[src/sv/bsa_pkg.sv]
`timescale 1ns / 1ps
`default_nettype none
// ----------------------------------------------------------------------------
// Block sorter package
// Shared action codes, field widths and the control bundle that drives the
// row of sorting cells.
// ----------------------------------------------------------------------------
package bsa_pkg;

  localparam int VALUE_W = 16;

  typedef enum logic {
    ACT_LOAD = 1'b0,
    ACT_READ = 1'b1
  } action_t;

  typedef struct packed {
    logic load;
    logic pop;
  } cell_ctl_t;

endpackage
`default_nettype wire

[src/sv/bsa_cell.sv]
`timescale 1ns / 1ps
`default_nettype none
// ----------------------------------------------------------------------------
// Sorting cell
// Holds one element of the ascending row. On a load it keeps its element,
// takes its left neighbor's element or takes the new value; on a pop it takes
// its right neighbor's element.
// ----------------------------------------------------------------------------
module bsa_cell #(
  parameter int DATA_WIDTH = 16
) (
  input  wire logic                  clk,
  input  wire logic                  rst,
  input  wire bsa_pkg::cell_ctl_t    ctl,
  input  wire logic [DATA_WIDTH-1:0] load_value,
  input  wire logic [DATA_WIDTH-1:0] left_held,
  input  wire logic                  left_occ,
  input  wire logic                  left_gt,
  input  wire logic [DATA_WIDTH-1:0] right_held,
  input  wire logic                  right_occ,
  output logic [DATA_WIDTH-1:0]      held,
  output logic                       occ,
  output logic                       gt
);
  import bsa_pkg::*;

  assign gt = !occ || (held > load_value);

  always_ff @(posedge clk) begin
    if (rst) begin
      occ <= 1'b0;
    end else if (ctl.load) begin
      if (gt) begin
        occ <= left_gt ? left_occ : 1'b1;
      end
    end else if (ctl.pop) begin
      occ <= right_occ;
    end
  end

  always_ff @(posedge clk) begin
    if (ctl.load) begin
      if (gt) begin
        held <= left_gt ? left_held : load_value;
      end
    end else if (ctl.pop) begin
      held <= right_held;
    end
  end

endmodule
`default_nettype wire

[config.mk]
export PLATFORM = sky130hd
export DESIGN_NAME = bsa_cell
export DESIGN_NICKNAME = d
export VERILOG_FILES = /design/src/sv/bsa_pkg.sv /design/src/sv/bsa_cell.sv
export SDC_FILE = /design/constraint.sdc
export NUM_CORES = 1
export LEC_CHECK = 0
export ABC_AREA = 1
export BUFFER_PORTS_ARGS = -buffer_cell sky130_fd_sc_hd__buf_4
export CAP_MARGIN = 20
export CELL_PAD_IN_SITES_DETAIL_PLACEMENT = 1
export CELL_PAD_IN_SITES_GLOBAL_PLACEMENT = 1
export CORE_ASPECT_RATIO = 1.25
export CORE_MARGIN = 1
export CORE_UTILIZATION = 30
export DETAILED_ROUTE_END_ITERATION = 10
export PLACE_DENSITY_LB_ADDON = 0.1
export SETUP_SLACK_MARGIN = 0.15
export SLEW_MARGIN = 10
export SYNTH_ARGS = -nofsm -noshare
export SYNTH_HDL_FRONTEND = slang
export SYNTH_SLANG_ARGS = --single-unit
[constraint.sdc]
create_clock -name clk -period 2.4 [get_ports clk]
set_input_delay 0.36 -clock clk [delete_from_list [all_inputs] [get_ports clk]]
set_output_delay 0.36 -clock clk [all_outputs]
set_load 0.01 [all_outputs]
## Word level (Yosys, flattened, before mapping)

Index checks and enable logic that the tools add are counted.

- Magnitude comparators: 1
- Equal/unequal tests: 1
- Multiplexer cells: 8
- Reductions and logical operators: 4

Operator list:

| kind | number |
|---|---|
| $mux 16 | 4 |
| $gt 16x16->1 | 1 |
| $mux 1 | 4 |
| $ne 2x1->1 const B | 1 |
| $reduce_and 2->1 | 1 |
| $reduce_bool 2->1 | 1 |
| $logic_not 1->1 | 1 |
| $logic_or 1x1->1 | 1 |

- Flip-flop bits (word level): 17
- Input port bits: 55
- Output and inout port bits: 18

## Longest topological paths before layout

Gate-level depths: netlist (run 1).

- Word-level depth: 4
- Gate-level depth with buffers: 16
- Gate-level depth less buffers: 16

## Worst setup path before layout (run 1)

OpenSTA, ideal clock, no wires.

- Path type: register to register
- Start: register held[15]
- End: register held[0], enable pin
- Setup time: 0.374 ns
- Arrival time: 1.686 ns
- Setup slack: 0.340 ns
- Stages on the path, launching flop included: 9
- Path buffers: 0
- Cells stage by stage: edfxtp_1 -> ha_1 -> nand2_2 -> nor3_2 -> nand2_1 -> nand2_1 -> nand2_1 -> nand3_2 -> and2_1

- Longest elaborated chain between the ends: 4

RTL lines:

| item | RTL line | RTL |
|---|---|---|
| from (decl) | bsa_cell.sv:21 | `output logic [DATA_WIDTH-1:0] held,` |
| from (signal assigned) | bsa_cell.sv:44 | `held <= left_gt ? left_held : load_value;` |
| from (signal assigned) | bsa_cell.sv:47 | `held <= right_held;` |
| $gt 16x16->1 | bsa_cell.sv:27 | `assign gt = !occ \|\| (held > load_value);` |
| $logic_or 1x1->1 | bsa_cell.sv:27 |  |
| $ne 2x1->1 (no line) | - |  |
| $reduce_and 2->1 (no line) | - |  |

No other way between the ends.
A chain may end at the register's enable or synchronous reset.

## Final worst setup path (run 1)

- Start: register held[15]
- End: register held[13], enable pin

Same word-level chain as after synthesis.

==> summary.md, run 1 <==
| Metric | Value |
|---|---|
| GP Congestion | `between 0.7 and 0.8` |
| Largest net degree at the start of global routing | `22` |
| Worst EP required | `approximately 2.3 ns` |
| Core Rows | `26` |
| P per Cell Area | `~470 mW/mm^2` |
| Critical path cell sequence | `ha_1 -> nand2_2 -> nor3_2 -> nand2_1 -> nand2_1 -> nand2_1 -> nand3_2 -> and2_2` |
| Cell mode on critical path | `nand2_1` |
| Area occupied by multi-input gates | `~700 um^2` |
| Buf/Inv on CP | `0` |
| Chip height | `around 76 um` |
| CP max-delay cell | `and2_2` |
| Residual DRC | `0` |
| Die Wd | `61.0 um` |
| Antenna Nets Post-Route | `0` |
| Clock skew after layout | `0.000510 ns` |
| Overall Global Routing Usage | `roughly 17%` |
| Final hold vios | `0` |
| Final count of pins violating max slew | `0` |
| Longest Clk Path Bufs | `2` |
| Max-Slew Margin vs Limit | `roughly 62%` |
| Finished Layout Cells | `about 300` |
| Critical path type | `reg -> reg` |
| Clk_lat worst skew | `~0.25 ns` |
| P_leak | `between 0.0009 and 0.001 uW` |
| Drt pass-1 iters | `2` |
| Hold buffer count at CTS | `0` |
| RSZ-0062 raised after global routing | `false` |
| Worst-path clk slew | `roughly 0.07 ns` |
| Synth async-reset ratio | `0%` |
| Routed vias | `~1,400` |
| Mean Syn Cell Area | `between 7 and 8 um^2` |
| Maximum clock rate | `about 480 MHz` |
| Grt ovf | `0` |
| Core region area | `0.00413 mm^2` |
| Clk sinks | `17` |
| NumNets Final | `about 310` |
| Placed insts | `about 300` |
| Post-synthesis sequential area ratio | `a little under two fifths` |
| Worst Setup End Kind | `flip-flop` |
| Top-area cell type share of the netlist area | `a little under two fifths` |
| Iteration-0 DRC Markers | `25` |
| Synth Flop Type | `edfxtp_1` |
| Hpwl dp | `approximately 2.9 mm` |
| Startpoint type of the worst setup path | `flip-flop` |
| Most frequent cells after synthesis | `36 x nand2_1, 23 x inv_1, 23 x nor2_1, 23 x o21ai_0` |
| Vias in the first global route | `roughly 1,400` |
| Least-Margin Pin Slew | `0.566 ns` |
| Post-DP Area | `around 0.0019 mm^2` |
| I/O pins | `73` |
| Fill count | `~530` |
| Worst vdd ir | `251 uV` |
| Sequential cell area | `between 500 and 600 um^2` |
| H-tree levels | `1` |
| Crit path max fanout | `16` |
| Status | `finished clean` |
| Synth unique cells | `21` |
| Starting density of the core | `approximately a third` |
| Layout cell share with drive strength beyond 1 | `around a third` |
| Syn Inst Count | `170` |
| Final instance area | `roughly 0.0019 mm^2` |
| Yosys warnings | `0` |
| Vias/cell | `about 4.6` |
| Netlist Area Pre-Place | `0.00131 mm^2` |
| CP top delay family | `simple AND/OR/NAND/NOR gates` |
| Die area | `0.00462 mm^2` |
| N_diodes | `0` |
| Register bit total from synthesis | `17` |
| Port buffer count | `72` |
| Post-synthesis cell type with the largest combined area | `edfxtp_1` |
| Minimum clock period | `slightly above 2 ns` |
| Post-synth EDFFs | `16` |
| First-pass GRT wire length | `5.86 mm` |
| Tcrit/Tclk final | `86.0%` |
| Clk root buf | `clkbuf_8` |
| Most common cell in the netlist | `nand2_1` |
| Total CTS buffers | `3` |
| Max_cap viols | `0` |
| Top cells by area, synth | `edfxtp_1 37%, ha_1 15%, nand2_1 10%, o21ai_0 8.8%, inv_1 6.6%` |
| Final setup fails | `0` |
| Crit path largest cell delay | `0.41 ns` |
| CP arrival | `1.97 ns` |
| WL/cell | `between 10 and 15 um` |
| Min-Delay Path Class | `in -> reg` |
| Worst hold margin | `approximately 0.35 ns` |
| CTS tree | `done` |
| Post-Syn Nets | `between 200 and 250` |
| Antenna violations before repair | `0` |
| Area growth syn-to-layout | `48.8%` |
| Post-Route WL | `between 3 and 4 mm` |
-- area by class of cell --
| class | instances | area share, % |
|---|---|---|
| timing repair buffer | 72 | 27.8 |
| clock buffer | 4 | 2.32 |
| sequential | 17 | 25.8 |
| tap | 56 | 3.61 |
| multi-input combinational | 125 | 36.1 |
| inverter | 23 | 4.44 |
-- cells in the final DEF (no fill, tap or decap), types with 2 or more instances in the layout --
cell type | Yosys | layout
buf_4 | 1 | 72
ha_1 | 16 | 16
nand2_1 | 36 | 36
clkbuf_8 | 0 | 3
nor2_1 | 23 | 23
edfxtp_1 | 16 | 16
o21ai_1 | 10 | 10
o21ai_0 | 23 | 23
nand3_2 | 2 | 2
a21oi_1 | 6 | 5
nand3_1 | 2 | 2
inv_1 | 23 | 23
-- metrics by stage --
step | util, % | setup TNS, ns | setup WS [ns] | total power (uW)
finish | 47.0 | 0 | 0.336 | 915
global route | 47.0 | 0 | 0.178 | 976
floorplan | - | 0 | 0.340 | 544
global placement | 45.8 | 0 | 0.0415 | 705
CTS | 46.9 | 0 | 0.290 | 928
detailed placement | 45.8 | -0.597 | -0.0376 | 710
-- final timing paths --
path	startpoint	end	slack (ns)	cells after the start
worst max-delay path	held[15]	held[13]	0.34	8
worst min-delay path	rst	occ	0.35	4
worst max register to register	held[15]	held[13]	0.34	8
worst min register to register	occ	occ	0.63	4
-- power breakdown --
group / switching (uW) / internal [uW] / leakage [uW]
sequential: 20.0 / 367 / 0.000171
combinational: 152 / 159 / 0.000797
clock: 98.2 / 118 / 0.0000228
-- state kept, by name (all words and copies together) (netlist names) --
name,cells
held,16
occ,1
-- kinds of logic after synthesis --
kind of cell / after synthesis / synth area share, %
DFF: 17 / 38.3
buffers and inverters: 28 / 8.43
and+or+nand+nor: 68 / 21.9
AOI/OAI and AO/OA: 41 / 16.0
adders and majority gates: 16 / 15.3
-- worst register-to-register path: stages (launching register included) --
cell and delay [ns]:
edfxtp_1 0.40, ha_1 0.34, nand2_2 0.08, nor3_2 0.21, nand2_1 0.07, nand2_1 0.06
nand2_1 0.07, nand3_2 0.08, and2_2 0.41
-- what timing repair did --
action	in CTS	in global routing
resized for setup	1	1
gates cloned	0	0
setup buffers	0	0
setup endpoints to repair	16	1
-- per-layer routing --
layer  up-vias  GRT usage, %  wire length (um)
li1        704             -                 -
met1       620          20.6              1550
met2        43          31.3              1860
met3         4          2.38               207
met4         0          5.30                36
met5         -             0                 0
Power figures use the tool's default switching activity.
==> run 2, diff against run 1 <==
Settings changed: PLACE_DENSITY set to 0.85, PLACE_DENSITY_LB_ADDON 0.1 to unset.
Clock period 2.4 ns to 2 ns, I/O delays scaled along.
==> summary.md, run 2 (synthesized netlist as in run 1, its figures left out) <==
| Metric | Value |
|---|---|
| Minimum clock period | `2.02 ns` |
| Die area | `~0.0046 mm^2` |
| Setup ws final | `-0.0187 ns` |
| Crit path max fanout | `3` |
| N_diodes | `0` |
| Vias in the first global route | `between 1,000 and 1,500` |
| Grt ovf | `0` |
| Largest net degree at the start of global routing | `22` |
| Largest regs | `held: 16 flops, occ: 1 flops` |
| CTS tree | `done` |
| Antenna Nets Post-Route | `0` |
| Iteration-0 DRC Markers | `45` |
| RSZ-0062 raised after global routing | `true` |
| Failing checks | `negative setup slack` |
| Die Wd | `61.0 um` |
| PnR Total Power | `around 1200 uW` |
| Core Rows | `26` |
| Tcrit/Tclk final | `101%` |
| Final setup fails | `17` |
| Critical path type | `reg -> out` |
| Clk sinks | `17` |
| Placed insts | `293` |
| Chip height | `75.8 um` |
| Post-Route Setup TNS | `-0.118 ns` |
| Post-Route WL | `~4.4 mm` |
| Hpwl dp | `~3.2 mm` |
| Finished Layout Cells | `between 300 and 400` |
| Port buffer count | `72` |
| Worst-path clk slew | `0.08 ns` |
| Core region area | `0.00413 mm^2` |
| Sw Ratio | `about 32%` |
| P per Cell Area | `roughly 570 mW/mm^2` |
| Antenna violations before repair | `0` |
| Worst EP required | `roughly 1.7 ns` |
| Worst Setup End Kind | `output port` |
| Max-Slew Margin vs Limit | `61.8%` |
| Longest Clk Path Bufs | `2` |
| Max_cap viols | `0` |
| Layout cell share with drive strength beyond 1 | `40.5%` |
| Vias/cell | `4.80` |
| H-tree levels | `1` |
| Status | `finished, violations left` |
| Overall Global Routing Usage | `18.8%` |
| Clk root buf | `clkbuf_8` |
| Max FFs per register | `16` |
| P_leak | `approximately 0.0010 uW` |
| Starting density of the core | `between 30% and 40%` |
| P_int | `approximately 810 uW` |
| WL/cell | `14.7 um` |
| Clock skew after layout | `around 0.0037 ns` |
| Worst vdd ir | `between 200 and 300 uV` |
| Sw power | `383 uW` |
| I/O pins | `73` |
| Post-DP Area | `0.00190 mm^2` |
| Total CTS buffers | `3` |
| Clk network pwr share | `~23%` |
| Clk_lat worst skew | `about 0.26 ns` |
| Startpoint type of the worst setup path | `flip-flop` |
| Final instance area | `between 0.002 and 0.0025 mm^2` |
| Routed vias | `between 1,000 and 1,500` |
| NumNets Final | `around 320` |
| Most frequent cells in the layout | `75 x buf_4, 32 x nand2_1, 23 x o21ai_0, 22 x inv_1, 22 x nor2_1` |
| Area growth syn-to-layout | `60.2%` |
| CP arrival | `about 1.7 ns` |
| Min-Delay Path Class | `in -> reg` |
| Comb power frac | `37.7%` |
| Reg with most FFs | `held` |
| Most common cell after layout, fill and taps aside | `buf_4` |
| First-pass GRT wire length | `between 6 and 7 mm` |
| Residual DRC | `0` |
| Drt pass-1 iters | `4` |
| Reg power frac | `about 40%` |
| Final count of pins violating max slew | `0` |
| Maximum clock rate | `between 400 and 500 MHz` |
| Final hold vios | `0` |
| Least-Margin Pin Slew | `0.573 ns` |
| GP Congestion | `just over 0.7` |
[run 2: cell count changes in the layout (fill, tap and decap cells not counted), moves of 2 or more]
cell	change
and2_4	+2
buf_4	+3
buf_6	+2
ha_1	-5
ha_4	+5
nand2_1	-4
nand2_2	+3
[run 2: routing by layer]
layer,track usage [%],part of all wire [%],vias to the layer above
met4,4.55,1.3,0
met1,21.3,38,696
met5,0,0,-
met3,0.849,2.4,6
li1,-,-,719
met2,37.2,58,32
[run 2: path summary, 6_finish.rpt]
check / slack (ns) / endpoint / cells after the start / start
setup / recovery: -0.02 / gt / 8 / held[15]
setup reg to reg: -0.01 / held[9] / 9 / held[15]
hold reg to reg: 0.67 / occ / 4 / occ
hold / removal: 0.28 / occ / 4 / rst
[run 2: repair_timing]
item | CTS | global route
cloned | 1 | 0
hold buffers | 0 | 0
pin swaps | 3 | 3
setup endpoints to repair | 17 | 18
gates resized for setup | 2 | 16
buffers inserted | 2 | 3
[run 2: power by group through the flow]
| stage | Clock (uW) | Combinational [uW] | Sequential [uW] |
|---|---|---|---|
| finish | 272 | 451 | 472 |
| global route | 290 | 501 | 477 |
| CTS | 271 | 397 | 468 |
| detailed placement | 0 | 381 | 476 |
| global placement | 0 | 370 | 474 |
| floorplan | 0 | 166 | 488 |
[run 2: through the flow]
stage                     hold slack (ns)  worst slack, ns  util [%]
after global routing                0.287           -0.130      50.7
final                               0.275          -0.0187      50.7
after detailed placement            0.554           0.0637      45.9
after floorplan                     0.448            0.216         -
after global placement              0.539            0.118      45.9
after CTS                           0.280          -0.0419      47.7
[run 2: final cells by class]
type	instances	area, um^2
Clock buffer	3	41.3
Fill cell	534	2040
Multi-Input combinational cell	126	805
Tap cell	56	70.1
Timing Repair Buffer	77	586
Inverter	23	86.3
Clock inverter	1	5.00
Sequential cell	17	500
[run 2: critical path: stages, from the launching register on]
cell and delay (ns):
edfxtp_1 0.41, ha_1 0.34, nand2_2 0.10, nor3_4 0.21, nand2_1 0.07, nand2_1 0.08
nand2_2 0.08, nand2_2 0.07, buf_6 0.10
==> run 3, diff against run 2 <==
Settings changed: ABC_AREA 1 to unset, CORE_UTILIZATION 30 to 31, CTS_CLUSTER_DIAMETER set to 120, PLACE_DENSITY 0.85 to 0.84, RECOVER_POWER set to 50.
==> summary.md, run 3 <==
| Metric | Value |
|---|---|
| Core region area | `around 0.0039 mm^2` |
| Worst hold margin | `slightly below 0.2 ns` |
| Worst vdd ir | `just over 300 uV` |
| Synth Flop Type | `edfxtp_1` |
| P_int | `between 800 and 900 uW` |
| Clk sinks | `17` |
| Synth unique cells | `25` |
| Layout cell share with drive strength beyond 1 | `a little under half` |
| GP Congestion | `0.725` |
| Mean Syn Cell Area | `about 9.6 um^2` |
| CTS tree | `done` |
| CP arrival | `roughly 2.1 ns` |
| Top-area cell type share of the netlist area | `37.2%` |
| Drt pass-1 iters | `4` |
| Comb power frac | `40.3%` |
| PnR Total Power | `between 1000 and 1500 uW` |
| Status | `finished, violations left` |
| Tcrit/Tclk final | `120%` |
| Largest net degree at the start of global routing | `36` |
| Fill count | `~480` |
| Sw Ratio | `a little under a third` |
| Final count of pins violating max slew | `0` |
| Post-Syn Nets | `between 200 and 250` |
| Top cells by area, synth | `edfxtp_1 37%, ha_1 15%, mux2i_1 12%, a21oi_1 8.1%, nor2_1 5.5%` |
| Overall Global Routing Usage | `a little under a fifth` |
| Die area | `approximately 0.0044 mm^2` |
| WL/cell | `between 15 and 20 um` |
| Iteration-0 DRC Markers | `71` |
| Clk network pwr share | `~22%` |
| P per Cell Area | `561 mW/mm^2` |
| Sw power | `between 300 and 400 uW` |
| Clock skew after layout | `~0.0080 ns` |
| Yosys warnings | `0` |
| Longest Clk Path Bufs | `2` |
| NumNets Final | `just under 300` |
| Vias/cell | `4.90` |
| First-pass GRT wire length | `5.95 mm` |
| P_leak | `0.00106 uW` |
| I/O pins | `73` |
| Post-synth EDFFs | `16` |
| Minimum clock period | `around 2.4 ns` |
| Antenna violations before repair | `0` |
| Core Rows | `25` |
| Final hold vios | `0` |
| Most common cell after layout, fill and taps aside | `buf_4` |
| Area growth syn-to-layout | `68.3%` |
| Most common cell in the netlist | `a21oi_1` |
| N_diodes | `0` |
| Netlist Area Pre-Place | `0.00129 mm^2` |
| Setup ws final | `-0.391 ns` |
| Reg with most FFs | `held` |
| Vias in the first global route | `around 1,300` |
| Worst Setup End Kind | `output port` |
| Worst EP required | `1.70 ns` |
| Most frequent cells after synthesis | `21 x a21oi_1, 19 x nor2_1` |
| Most frequent cells in the layout | `89 x buf_4, 21 x a21oi_1, 19 x nor2_1` |
| Post-synthesis cell type with the largest combined area | `edfxtp_1` |
| RSZ-0062 raised after global routing | `true` |
| Total CTS buffers | `3` |
| Antenna Nets Post-Route | `0` |
| Critical path type | `reg -> out` |
| Crit path max fanout | `3` |
| Post-Route Setup TNS | `-3.90 ns` |
| Chip height | `roughly 74 um` |
| Failing checks | `negative setup slack` |
| Max FFs per register | `16` |
| Register bit total from synthesis | `17` |
| Maximum clock rate | `about 420 MHz` |
| Clk_lat worst skew | `0.26 ns` |
| Hpwl dp | `roughly 3.2 mm` |
| Starting density of the core | `roughly 33%` |
| Min-Delay Path Class | `in -> reg` |
| Residual DRC | `0` |
| Post-Route WL | `between 4 and 5 mm` |
| Reg power frac | `between 30% and 40%` |
| Post-synthesis sequential area ratio | `38.7%` |
| Grt ovf | `0` |
| Worst-path clk slew | `0.07 ns` |
| Max-Slew Margin vs Limit | `approximately an eighth` |
| Clk root buf | `clkbuf_8` |
| H-tree levels | `1` |
| Max_cap viols | `0` |
| Routed vias | `1,373` |
| Syn Inst Count | `about 130` |
| Synth async-reset ratio | `0%` |
| Final setup fails | `17` |
| Startpoint type of the worst setup path | `flip-flop` |
| Die Wd | `approximately 60 um` |
| Largest regs | `held: 16 flops, occ: 1 flops` |
| Least-Margin Pin Slew | `1.31 ns` |
| Port buffer count | `~70` |
[run 3: final timing paths]
| path | from | to | slack, ns | cells after the start |
|---|---|---|---|---|
| worst max-delay path | held[1] | gt | -0.39 | 7 |
| worst min register to register | occ | occ | 0.84 | 3 |
| worst min-delay path | rst | occ | 0.20 | 2 |
| worst max register to register | held[1] | held[5] | -0.28 | 7 |
[run 3: critical path, stage by stage, from the launching register on]
cell,delay [ns]
edfxtp_1,0.41
ha_1,0.31
nor2b_2,0.14
o211ai_1,0.12
a2111o_1,0.42
a31oi_4,0.22
buf_6,0.13
buf_6,0.09
[run 3: power by group through the flow]
| stage | Sequential (uW) | Clock (uW) | Combinational, uW |
|---|---|---|---|
| after CTS | 463 | 260 | 429 |
| after global placement | 468 | 0 | 405 |
| final | 467 | 262 | 492 |
| after detailed placement | 471 | 0 | 424 |
| after floorplan | 483 | 0 | 167 |
| after global routing | 471 | 281 | 528 |
[run 3: what timing repair did]
action                                  4_1_cts  5_1_grt
setup buffers                                 1        4
endpoints found under the setup margin       18       18
gates cloned                                  0        1
hold buffers                                  0        0
resized for setup                             0       11
pin swaps                                     0        2
[run 3: cell families (layout without fill, tap and decap cells)]
kind of cell               after synthesis  after routing  synth area share [%]
and+or+nand+nor                         31             31                  11.6
AOI/OAI and AO/OA                       31             31                  14.3
muxes                                   17             18                  13.3
DFF                                     17             17                  38.7
adders and majority gates               16             16                  15.5
buffers and inverters                   22            113                  6.58
[run 3: routing by layer]
| metal | vias up | wire (um) | GRT usage, % |
|---|---|---|---|
| li1 | 671 | - | - |
| met5 | - | 0 | 0 |
| met3 | 13 | 237 | 2.43 |
| met1 | 628 | 1850 | 19.6 |
| met4 | 0 | 172 | 8.53 |
| met2 | 61 | 2560 | 35.4 |
[run 3: area by class of cell]
class	instances	area, um^2	share of cell area [%]
clock buffer	4	45.0	2.07
inverter	16	60.1	2.76
multi-input combinational	96	805	37.0
sequential	17	500	23.0
tap	54	67.6	3.11
timing repair buffer	93	698	32.1
[run 3: metrics by stage]
| step | setup slack (ns) | util, % | instances | area (um^2) |
|---|---|---|---|---|
| after floorplan | -0.127 | - | 134 | 1310 |
| after global placement | -0.101 | 51.8 | 270 | 2010 |
| after detailed placement | -0.165 | 51.8 | 270 | 2010 |
| after CTS | -0.336 | 53.1 | 275 | 2060 |
| after global routing | -0.447 | 56.1 | 280 | 2180 |
| final | -0.391 | 56.1 | 280 | 2180 |
